==> config.mk <==
export PLATFORM = sky130hd
export DESIGN_NAME = collinear_segment_merger
export DESIGN_NICKNAME = d
export VERILOG_FILES = /design/src/sv/csm_pkg.sv /design/src/sv/csm_div.sv /design/src/sv/csm_out_queue.sv /design/src/sv/collinear_segment_merger.sv
export VERILOG_INCLUDE_DIRS = /design/src /design/src/sv
export SDC_FILE = /design/constraint.sdc
export NUM_CORES = 1
export LEC_CHECK = 0
export ABC_CLOCK_PERIOD_IN_PS = 7500
export BUFFER_PORTS_ARGS = -buffer_cell sky130_fd_sc_hd__clkbuf_2
export CELL_PAD_IN_SITES_DETAIL_PLACEMENT = 1
export CELL_PAD_IN_SITES_GLOBAL_PLACEMENT = 2
export CORE_ASPECT_RATIO = 0.9
export CORE_UTILIZATION = 39
export CTS_CLUSTER_DIAMETER = 100
export DETAILED_ROUTE_END_ITERATION = 16
export PLACE_DENSITY = 0.87
export SLEW_MARGIN = 20
export SYNTH_ARGS = -nofsm -noshare
export SYNTH_HDL_FRONTEND = slang
export SYNTH_SLANG_ARGS = --single-unit
==> constraint.sdc <==
create_clock -name clock -period 7.5 [get_ports clock]
set_input_delay 1.5 -clock clock [delete_from_list [all_inputs] [get_ports clock]]
set_output_delay 1.5 -clock clock [all_outputs]
set_load 0.1 [all_outputs]
==> src/sv/collinear_segment_merger_defines.svh <==
// Assertion macros shared by the collinear segment merger RTL.
// Included by csm_div, csm_out_queue and collinear_segment_merger; no dependencies.
`ifndef COLLINEAR_SEGMENT_MERGER_DEFINES_SVH
`define COLLINEAR_SEGMENT_MERGER_DEFINES_SVH

`ifndef SYNTHESIS
`define CSM_ASSERT(name, prop, msg) \
   name: assert property (@(posedge clock) disable iff (reset) prop) else $error(msg);
`define CSM_ASSERT_NEXT(name, ante, cons, msg) \
   name: assert property (@(posedge clock) disable iff (reset) ante |=> cons) else $error(msg);
`else
`define CSM_ASSERT(name, prop, msg)
`define CSM_ASSERT_NEXT(name, ante, cons, msg)
`endif

`endif

==> src/sv/csm_pkg.sv <==
// Types, widths and constants of the collinear segment merger.
// No dependencies; imported by every module of the block.
package csm_pkg;

   localparam int SEG_W    = 16;
   localparam int HELD_W   = 24;
   localparam int SLOPE_W  = 32;
   localparam int FRAC_W   = 16;
   localparam int DVD_W    = HELD_W + FRAC_W;
   localparam int STEP_W   = $clog2(DVD_W);
   localparam int TOL_W    = 32;
   localparam int QUEUE_DEPTH = 2;
   localparam int QCNT_W   = $clog2(QUEUE_DEPTH + 1);

   localparam logic [TOL_W-1:0]   TOL_RESET = TOL_W'(656);
   localparam logic [SLOPE_W-1:0] SLOPE_MAX = {1'b0, {(SLOPE_W-1){1'b1}}};
   localparam logic [SLOPE_W-1:0] SLOPE_MIN = {1'b1, {(SLOPE_W-1){1'b0}}};
   localparam logic [HELD_W-1:0]  HELD_MAX  = {1'b0, {(HELD_W-1){1'b1}}};
   localparam logic [HELD_W-1:0]  HELD_MIN  = {1'b1, {(HELD_W-1){1'b0}}};

   typedef struct packed {
      logic signed [SEG_W-1:0] seg_dx;
      logic signed [SEG_W-1:0] seg_dy;
      logic                    seg_last;
   } csm_req_type;

   typedef struct packed {
      logic signed [HELD_W-1:0] out_dx;
      logic signed [HELD_W-1:0] out_dy;
      logic                     out_last;
   } csm_rsp_type;

   typedef struct packed {
      logic              start;
      logic [HELD_W-1:0] num;
      logic [HELD_W-1:0] den;
   } csm_div_req_type;

   typedef struct packed {
      logic               done;
      logic [SLOPE_W-1:0] quot;
   } csm_div_rsp_type;

   typedef struct packed {
      logic [QCNT_W-1:0] count;
      csm_rsp_type       first;
      csm_rsp_type       second;
   } csm_push_type;

   typedef enum logic [2:0] {
      ST_IDLE,
      ST_DIV_NEW,
      ST_DIV_HELD,
      ST_COMPARE,
      ST_FINISH
   } csm_state_type;

   typedef enum logic {
      AXIS_X,
      AXIS_Y
   } csm_axis_type;

endpackage

==> src/sv/csm_div.sv <==
// Shared radix-2 restoring divider: saturated signed Q16.16 quotient num/den.
// Depends on csm_pkg and collinear_segment_merger_defines.svh.
`include "collinear_segment_merger_defines.svh"

module csm_div
   import csm_pkg::*;
(
   input  logic            clock,
   input  logic            reset,
   input  csm_div_req_type div_req,
   output csm_div_rsp_type div_rsp
);

   logic              busy_ff, busy_in;
   logic              fin_ff, fin_in;
   logic [STEP_W-1:0] step_ff, step_in;
   logic [DVD_W-1:0]  dvd_ff, dvd_in;
   logic [HELD_W-1:0] rem_ff, rem_in;
   logic [HELD_W-1:0] den_ff, den_in;
   logic              neg_ff, neg_in;

   logic [HELD_W+1:0] diff;
   logic              ge;
   logic [HELD_W-1:0] num_mag;
   logic [HELD_W-1:0] den_mag;
   logic              over_pos;
   logic              over_neg;

   always_ff @(posedge clock) begin
      if (reset) begin
         busy_ff <= 1'b0;
         fin_ff  <= 1'b0;
         step_ff <= '0;
      end else begin
         busy_ff <= busy_in;
         fin_ff  <= fin_in;
         step_ff <= step_in;
      end
      dvd_ff <= dvd_in;
      rem_ff <= rem_in;
      den_ff <= den_in;
      neg_ff <= neg_in;
   end

   always_comb begin
      num_mag = div_req.num[HELD_W-1] ? (~div_req.num + 1'b1) : div_req.num;
      den_mag = div_req.den[HELD_W-1] ? (~div_req.den + 1'b1) : div_req.den;
      diff    = {1'b0, rem_ff, dvd_ff[DVD_W-1]} - {2'b00, den_ff};
      ge      = ~diff[HELD_W+1];

      busy_in = busy_ff;
      fin_in  = 1'b0;
      step_in = step_ff;
      dvd_in  = dvd_ff;
      rem_in  = rem_ff;
      den_in  = den_ff;
      neg_in  = neg_ff;

      if (div_req.start) begin
         busy_in = 1'b1;
         step_in = '0;
         dvd_in  = {num_mag, {FRAC_W{1'b0}}};
         rem_in  = '0;
         den_in  = den_mag;
         neg_in  = div_req.num[HELD_W-1] ^ div_req.den[HELD_W-1];
      end else if (busy_ff) begin
         dvd_in  = {dvd_ff[DVD_W-2:0], ge};
         rem_in  = ge ? diff[HELD_W-1:0] : {rem_ff[HELD_W-2:0], dvd_ff[DVD_W-1]};
         step_in = step_ff + 1'b1;
         if (step_ff == STEP_W'(DVD_W - 1)) begin
            busy_in = 1'b0;
            fin_in  = 1'b1;
         end
      end
   end

   always_comb begin
      over_pos = |dvd_ff[DVD_W-1:SLOPE_W-1];
      over_neg = (|dvd_ff[DVD_W-1:SLOPE_W])
               || (dvd_ff[SLOPE_W-1] && (|dvd_ff[SLOPE_W-2:0]));
      div_rsp.done = fin_ff;
      if (neg_ff) begin
         div_rsp.quot = over_neg ? SLOPE_MIN : (~dvd_ff[SLOPE_W-1:0] + 1'b1);
      end else begin
         div_rsp.quot = over_pos ? SLOPE_MAX : dvd_ff[SLOPE_W-1:0];
      end
   end

   `CSM_ASSERT(a_div_start_idle, div_req.start |-> !busy_ff, "divider started while busy")
   `CSM_ASSERT_NEXT(a_div_done_pulse, fin_ff, !fin_ff, "divider done not a pulse")

endmodule

==> src/sv/csm_out_queue.sv <==
// Two-entry result queue; takes up to two results per transfer, releases one.
// Depends on csm_pkg and collinear_segment_merger_defines.svh.
`include "collinear_segment_merger_defines.svh"

module csm_out_queue
   import csm_pkg::*;
(
   input  logic              clock,
   input  logic              reset,
   input  csm_push_type      push,
   output logic [QCNT_W-1:0] free,
   output logic              rsp_valid,
   input  logic              rsp_stall,
   output csm_rsp_type       rsp_data
);

   csm_rsp_type       ent_ff [QUEUE_DEPTH];
   csm_rsp_type       ent_in [QUEUE_DEPTH];
   logic [QCNT_W-1:0] cnt_ff, cnt_in;
   logic [QCNT_W-1:0] cnt_mid;
   logic              pop;

   always_ff @(posedge clock) begin
      if (reset) begin
         cnt_ff <= '0;
      end else begin
         cnt_ff <= cnt_in;
      end
      ent_ff <= ent_in;
   end

   always_comb begin
      pop     = rsp_valid && !rsp_stall;
      ent_in  = ent_ff;
      cnt_mid = cnt_ff;
      if (pop) begin
         ent_in[0] = ent_ff[1];
         cnt_mid   = cnt_ff - 1'b1;
      end
      case (push.count)
         QCNT_W'(1): begin
            ent_in[cnt_mid[0]] = push.first;
         end
         QCNT_W'(2): begin
            ent_in[0] = push.first;
            ent_in[1] = push.second;
         end
         default: begin
         end
      endcase
      cnt_in = cnt_mid + push.count;
   end

   assign free      = QCNT_W'(QUEUE_DEPTH) - cnt_ff;
   assign rsp_valid = (cnt_ff != '0);
   assign rsp_data  = ent_ff[0];

   `CSM_ASSERT(a_q_no_overflow, push.count <= free, "result queue overflow")
   `CSM_ASSERT(a_q_count_range, cnt_ff <= QCNT_W'(QUEUE_DEPTH), "result queue count out of range")

endmodule

==> src/sv/collinear_segment_merger.sv <==
// Collinear segment merger: an incoming segment costs two slope divisions on one shared
// radix-2 divider (quotient steps, then a finish step, each), so an item with a
// comparable axis waits for both divisions before the next transfer can be taken; an item
// with nothing held, or no comparable axis, skips the divider. The divider's step count sets the
// rate. Results wait in a two-entry queue, so a stalled result side blocks input only
// once the queue lacks room for an item's results. slope_tolerance is written via csr_.
// Depends on csm_pkg, csm_div, csm_out_queue and collinear_segment_merger_defines.svh.
`include "collinear_segment_merger_defines.svh"

module collinear_segment_merger
   import csm_pkg::*;
(
   input  logic             clock,
   input  logic             reset,
   input  logic             req_valid,
   output logic             req_stall,
   input  csm_req_type      req_data,
   output logic             rsp_valid,
   input  logic             rsp_stall,
   output csm_rsp_type      rsp_data,
   input  logic             csr_valid,
   output logic             csr_ready,
   input  logic [TOL_W-1:0] csr_data
);

   csm_state_type      state_ff, state_in;
   logic [TOL_W-1:0]   tol_ff;
   logic [HELD_W-1:0]  held_dx_ff, held_dx_in;
   logic [HELD_W-1:0]  held_dy_ff, held_dy_in;
   logic               held_valid_ff, held_valid_in;
   csm_req_type        in_ff, in_in;
   csm_axis_type       axis_ff, axis_in;
   logic               merge_ff, merge_in;
   logic [SLOPE_W-1:0] m_new_ff, m_new_in;
   logic [SLOPE_W-1:0] m_held_ff, m_held_in;

   csm_div_req_type    div_req;
   csm_div_rsp_type    div_rsp;
   csm_push_type       push;
   logic [QCNT_W-1:0]  free;

   logic [HELD_W-1:0]  req_dx_ext, req_dy_ext;
   logic [HELD_W-1:0]  in_dx_ext, in_dy_ext;
   logic               x_ok, y_ok;
   logic signed [SLOPE_W+1:0] diff, diff_neg, tol_ext;
   logic [HELD_W:0]    sum_dx, sum_dy;
   logic [HELD_W-1:0]  sat_dx, sat_dy;
   logic [HELD_W-1:0]  next_dx, next_dy;
   logic               displace;
   logic [QCNT_W-1:0]  n_push;

   csm_div u_div (
      .clock   (clock),
      .reset   (reset),
      .div_req (div_req),
      .div_rsp (div_rsp)
   );

   csm_out_queue u_queue (
      .clock     (clock),
      .reset     (reset),
      .push      (push),
      .free      (free),
      .rsp_valid (rsp_valid),
      .rsp_stall (rsp_stall),
      .rsp_data  (rsp_data)
   );

   assign csr_ready = 1'b1;

   always_ff @(posedge clock) begin
      if (reset) begin
         state_ff      <= ST_IDLE;
         tol_ff        <= TOL_RESET;
         held_dx_ff    <= '0;
         held_dy_ff    <= '0;
         held_valid_ff <= 1'b0;
      end else begin
         state_ff      <= state_in;
         held_dx_ff    <= held_dx_in;
         held_dy_ff    <= held_dy_in;
         held_valid_ff <= held_valid_in;
         if (csr_valid && csr_ready) begin
            tol_ff <= csr_data;
         end
      end
      in_ff     <= in_in;
      axis_ff   <= axis_in;
      merge_ff  <= merge_in;
      m_new_ff  <= m_new_in;
      m_held_ff <= m_held_in;
   end

   always_comb begin
      req_dx_ext = {{(HELD_W-SEG_W){req_data.seg_dx[SEG_W-1]}}, req_data.seg_dx};
      req_dy_ext = {{(HELD_W-SEG_W){req_data.seg_dy[SEG_W-1]}}, req_data.seg_dy};
      in_dx_ext  = {{(HELD_W-SEG_W){in_ff.seg_dx[SEG_W-1]}}, in_ff.seg_dx};
      in_dy_ext  = {{(HELD_W-SEG_W){in_ff.seg_dy[SEG_W-1]}}, in_ff.seg_dy};
      x_ok = (req_data.seg_dx != '0) && (held_dx_ff != '0);
      y_ok = (req_data.seg_dy != '0) && (held_dy_ff != '0);

      diff     = {{2{m_new_ff[SLOPE_W-1]}}, m_new_ff} - {{2{m_held_ff[SLOPE_W-1]}}, m_held_ff};
      diff_neg = -diff;
      tol_ext  = {2'b00, tol_ff};

      sum_dx = {held_dx_ff[HELD_W-1], held_dx_ff} + {in_dx_ext[HELD_W-1], in_dx_ext};
      sum_dy = {held_dy_ff[HELD_W-1], held_dy_ff} + {in_dy_ext[HELD_W-1], in_dy_ext};
      sat_dx = (sum_dx[HELD_W] != sum_dx[HELD_W-1])
             ? (sum_dx[HELD_W] ? HELD_MIN : HELD_MAX) : sum_dx[HELD_W-1:0];
      sat_dy = (sum_dy[HELD_W] != sum_dy[HELD_W-1])
             ? (sum_dy[HELD_W] ? HELD_MIN : HELD_MAX) : sum_dy[HELD_W-1:0];

      displace = held_valid_ff && !merge_ff;
      next_dx  = (held_valid_ff && merge_ff) ? sat_dx : in_dx_ext;
      next_dy  = (held_valid_ff && merge_ff) ? sat_dy : in_dy_ext;
      n_push   = QCNT_W'(displace) + QCNT_W'(in_ff.seg_last);
   end

   always_comb begin
      state_in      = state_ff;
      held_dx_in    = held_dx_ff;
      held_dy_in    = held_dy_ff;
      held_valid_in = held_valid_ff;
      in_in         = in_ff;
      axis_in       = axis_ff;
      merge_in      = merge_ff;
      m_new_in      = m_new_ff;
      m_held_in     = m_held_ff;
      req_stall     = (state_ff != ST_IDLE);
      div_req       = '0;
      push          = '0;

      unique case (state_ff)
         ST_IDLE: begin
            if (req_valid) begin
               in_in    = req_data;
               merge_in = 1'b0;
               axis_in  = x_ok ? AXIS_X : AXIS_Y;
               if (held_valid_ff && (x_ok || y_ok)) begin
                  div_req.start = 1'b1;
                  div_req.num   = x_ok ? req_dy_ext : req_dx_ext;
                  div_req.den   = x_ok ? req_dx_ext : req_dy_ext;
                  state_in      = ST_DIV_NEW;
               end else begin
                  state_in = ST_FINISH;
               end
            end
         end
         ST_DIV_NEW: begin
            if (div_rsp.done) begin
               m_new_in      = div_rsp.quot;
               div_req.start = 1'b1;
               div_req.num   = (axis_ff == AXIS_X) ? held_dy_ff : held_dx_ff;
               div_req.den   = (axis_ff == AXIS_X) ? held_dx_ff : held_dy_ff;
               state_in      = ST_DIV_HELD;
            end
         end
         ST_DIV_HELD: begin
            if (div_rsp.done) begin
               m_held_in = div_rsp.quot;
               state_in  = ST_COMPARE;
            end
         end
         ST_COMPARE: begin
            merge_in = (diff < tol_ext) && (diff_neg < tol_ext);
            state_in = ST_FINISH;
         end
         ST_FINISH: begin
            if (n_push <= free) begin
               push.count = n_push;
               if (displace) begin
                  push.first  = '{out_dx: held_dx_ff, out_dy: held_dy_ff, out_last: 1'b0};
                  push.second = '{out_dx: next_dx, out_dy: next_dy, out_last: 1'b1};
               end else begin
                  push.first  = '{out_dx: next_dx, out_dy: next_dy, out_last: 1'b1};
               end
               if (in_ff.seg_last) begin
                  held_dx_in    = '0;
                  held_dy_in    = '0;
                  held_valid_in = 1'b0;
               end else begin
                  held_dx_in    = next_dx;
                  held_dy_in    = next_dy;
                  held_valid_in = 1'b1;
               end
               state_in = ST_IDLE;
            end
         end
         default: begin
            state_in = ST_IDLE;
         end
      endcase
   end

   `CSM_ASSERT(a_empty_hold_zero, !held_valid_ff |-> (held_dx_ff == '0 && held_dy_ff == '0),
      "held vector not cleared while nothing is held")

endmodule
==> metrics.md <==
| Metric | Value |
|---|---|
| 1st-pass router iterations | 5 |
| Root buffer cell | clkbuf_16 |
| PostCTS Resize Cnt | 0 |
| PwrDens | 333.1 mW/mm² |
| Class of the worst hold path | flip-flop to flip-flop |
| First-pass GRT wire length | 161600 µm |
| Synthesized area | 0.02782 mm² |
| Post-synth ARST share | 0% |
| Unique masters post-synth | 103 |
| Final Skew | 0.02416 ns |
| DR vias/cell | 6.206 |
| RSZ-0062 raised after global routing | false |
| Most common cell after layout, fill and taps aside | nand2_1 |
| Post-CTS setup buffer count | 0 |
| Worst hold path depth | 2 |
| Ports | 122 |
| Core area | 0.07033 mm² |
| FMAX | 163.0 MHz |
| Worst setup SP type | flip-flop |
| R2r worst-path depth | 22 |
| Slowest CP cell | or4b_1 |
| Setup TNS | 0 ns |
| R2r setup slk | 1.36 ns |
| MaxCap Viol Count | 0 |
| Finished Core Util | 43.40% |
| Die height | 255.4 µm |
| Minimum clock period | 6.136 ns |
| CTS sink cnt | 380 |
| Vias | 26330 |
| Starting Density | 39.55% |
| Number of H-tree levels | 2 |
| DP Area | 0.02901 mm² |
| Syn-to-layout area delta | 9.733% |
| Required time worst endpoint | 7.80 ns |
| Yosys warning total | 0 |
| Die W | 283.5 µm |
| Hold Slack | 0.4875 ns |
| Post-DP HPWL | 80300 µm |
| Fin. Hold Viols | 0 |
| Measured slew at the worst slew-check pin | 1.156 ns |
| Top cells by area, synth | edfxtp_1 21%, dfxtp_1 13%, ha_1 8.1% |
| Pre-CTS WS | 1.370 ns |
| Total die area | 0.07240 mm² |
| GPL Wtd Cong | 0.9324 |
| Worst-Skew Late Latency | 0.59 ns |
| DRC viols | 0 |
| Largest net degree at the start of global routing | 60 |
| Num CTS Buffers | 46 |
| CTS tree | done |
| Port buffer count | 120 |
| DRT iter0 DRCs | 2527 |
| Sequential area share after synthesis | 34.44% |
| GRT Total Usage | 28.47% |
| CP endpoint kind | flip-flop |
| Arrival time at the worst endpoint | 6.44 ns |
| Critical path type | flip-flop to flip-flop |
| Nets | 3520 |
| Status | finished, final reports clean |
| Leak pwr | 0.01227 µW |
| Synth Net Count | 3513 |
| Initial antenna violation count | 2 |
| Main synth FF type | edfxtp_1 |
| EDFF count, synth | 197 |
| Synth area leader | edfxtp_1 |
| Worst vdd ir | 344.6 µV |
| Final Max Slew Viols | 0 |
| Synth top area share | 21.27% |
| Final period util | 81.82% |
| Final wirelength | 106500 µm |
| Critical Path Fanout Max | 5 |
| Total global routing overflow | 0 |
| Clock Tree Buf Depth | 3 |
| Most frequent cells in the layout | 332 x nand2_1, 277 x nor2_1, 237 x a21oi_1 |
| Setup WS post-layout | 1.364 ns |
| Design Area, Final | 0.03053 mm² |
| Hold_buf cts | 0 |
| Crit path cell chain | ha_1 > nor2b_1 > o21ai_0 > or3b_2 > and2_0 > a2111oi_2 > or4b_1 > nand3b_1 > nand2b_1 > nor4b_1 > xnor2_1 > ha_1 > nand3_1 > nor2_1 > nand3_1 > a311oi_1 > a21oi_1 > a31o_2 > o2111a_1 > or2_2 > o32ai_1 > a31oi_1 |
| Vias in the first global route | 26390 |
| Worst slew margin | 21.94% |
| Post-synthesis average cell area | 8.536 µm² |
| Antenna Nets Post-Route | 0 |
| CP peak stage delay | 0.57 ns |
| Site Rows | 92 |
| Reg clk slew, reported paths | 0.06 ns |
| #FFs+latches synth | 380 |
| Mapped Cells | 3259 |
| Final setup violating endpoints | 0 |
| Fraction of layout cells with a size suffix above 1 | 9.964% |
| Wirelength per Cell | 25.10 µm |
==> where the power goes <==
part           leakage [µW]  total (µW)  switching, µW  internal [µW]
registers           0.00333        3090            461           2630
clock network      0.000716        2290            956           1330
logic               0.00822        4790           3320           1470
total                0.0123       10200           4730           5430
==> state kept, by name (all words and copies together) (netlist names), 2 cells and up <==
register,cells
u_queue.cnt_ff,2
tol_ff,32
u_div.dvd_ff,40
m_new_ff,32
held_dx_ff,24
in_dx_ext,16
u_div.den_ff,24
held_dy_ff,24
u_div.step_ff,6
u_queue.rsp_data,49
in_dy_ext,16
u_div.rem_ff,24
u_queue.ent_ff,49
m_held_ff,32
state_ff,3
==> cell families (layout without fill, tap and decap cells) <==
logic type,after synthesis,count (layout),share of synthesized area (%)
buffers and inverters,378,421,5.991
xor gates and xnor gates,142,142,4.498
and+or+nand+nor,1024,1024,17.24
muxes,182,182,6.670
DFF,380,380,34.44
adders and majority gates,184,184,8.384
other,1,2,0.01348
AOI/OAI and AO/OA,968,968,22.76
==> metal layers <==
metal  routed length [µm]  GRT usage [%]
met2                46500          43.95
met1                48530          40.59
met4                 2257          6.592
met5                   20              0
met3                 9167          5.741
==> synthesized netlist by cell type, drive strengths merged, types with 13 or more instances <==
library cell and count:
a211o 18, a211oi 34, a21o 60, a21oi 238, a22oi 35, a31oi 38, and2 19, and3 23
buf 85, clkbuf 129, dfxtp 183, edfxtp 197, ha 180, inv 161, mux2 27, mux2i 155
nand2 333, nand2b 26, nand3 83, nand4 33, nor2 279, nor2b 25, nor3 78, nor4 33
o211ai 29, o21a 34, o21ai 227, o22a 13, o22ai 46, o311ai 37, o31ai 23, or2 19
or3 29, or4 15, xnor2 88, xor2 54
==> stage by stage <==
| step | total power [µW] | cells |
|---|---|---|
| floorplan | 6537 | 3259 |
| global placement | 7636 | 4158 |
| detailed placement | 7781 | 4158 |
| CTS | 10090 | 4242 |
| global route | 10620 | 4242 |
| finish | 10170 | 4243 |
==> layout make-up <==
class / instances / area [µm²]
multi-input cells: 2501 / 16650
repair buffers: 173 / 998.5
clock buffers: 60 / 1235
well taps: 940 / 1176
fillers: 8292 / 39810
clock inverters: 24 / 264.0
flip-flops and latches: 380 / 9580
inverters: 164 / 615.6
diodes: 1 / 2.502
==> path summary, 6_finish.rpt <==
kind	startpoint	end
worst max register to register	m_new_ff[1]	merge_ff
worst max-delay path	m_new_ff[1]	merge_ff
worst min-delay path	u_div.rem_ff[9]	u_div.rem_ff[9]
worst min register to register	u_div.rem_ff[9]	u_div.rem_ff[9]
==> worst max-delay path, delay by kind of cell, from the launching register on <==
family          cells  cell delay, ns
simple gates       11            3.04
compound gates      8            1.71
fa+ha+maj           2            0.61
flops               1            0.41
xor+xnor            1            0.13
Power figures use the tool's default switching activity.
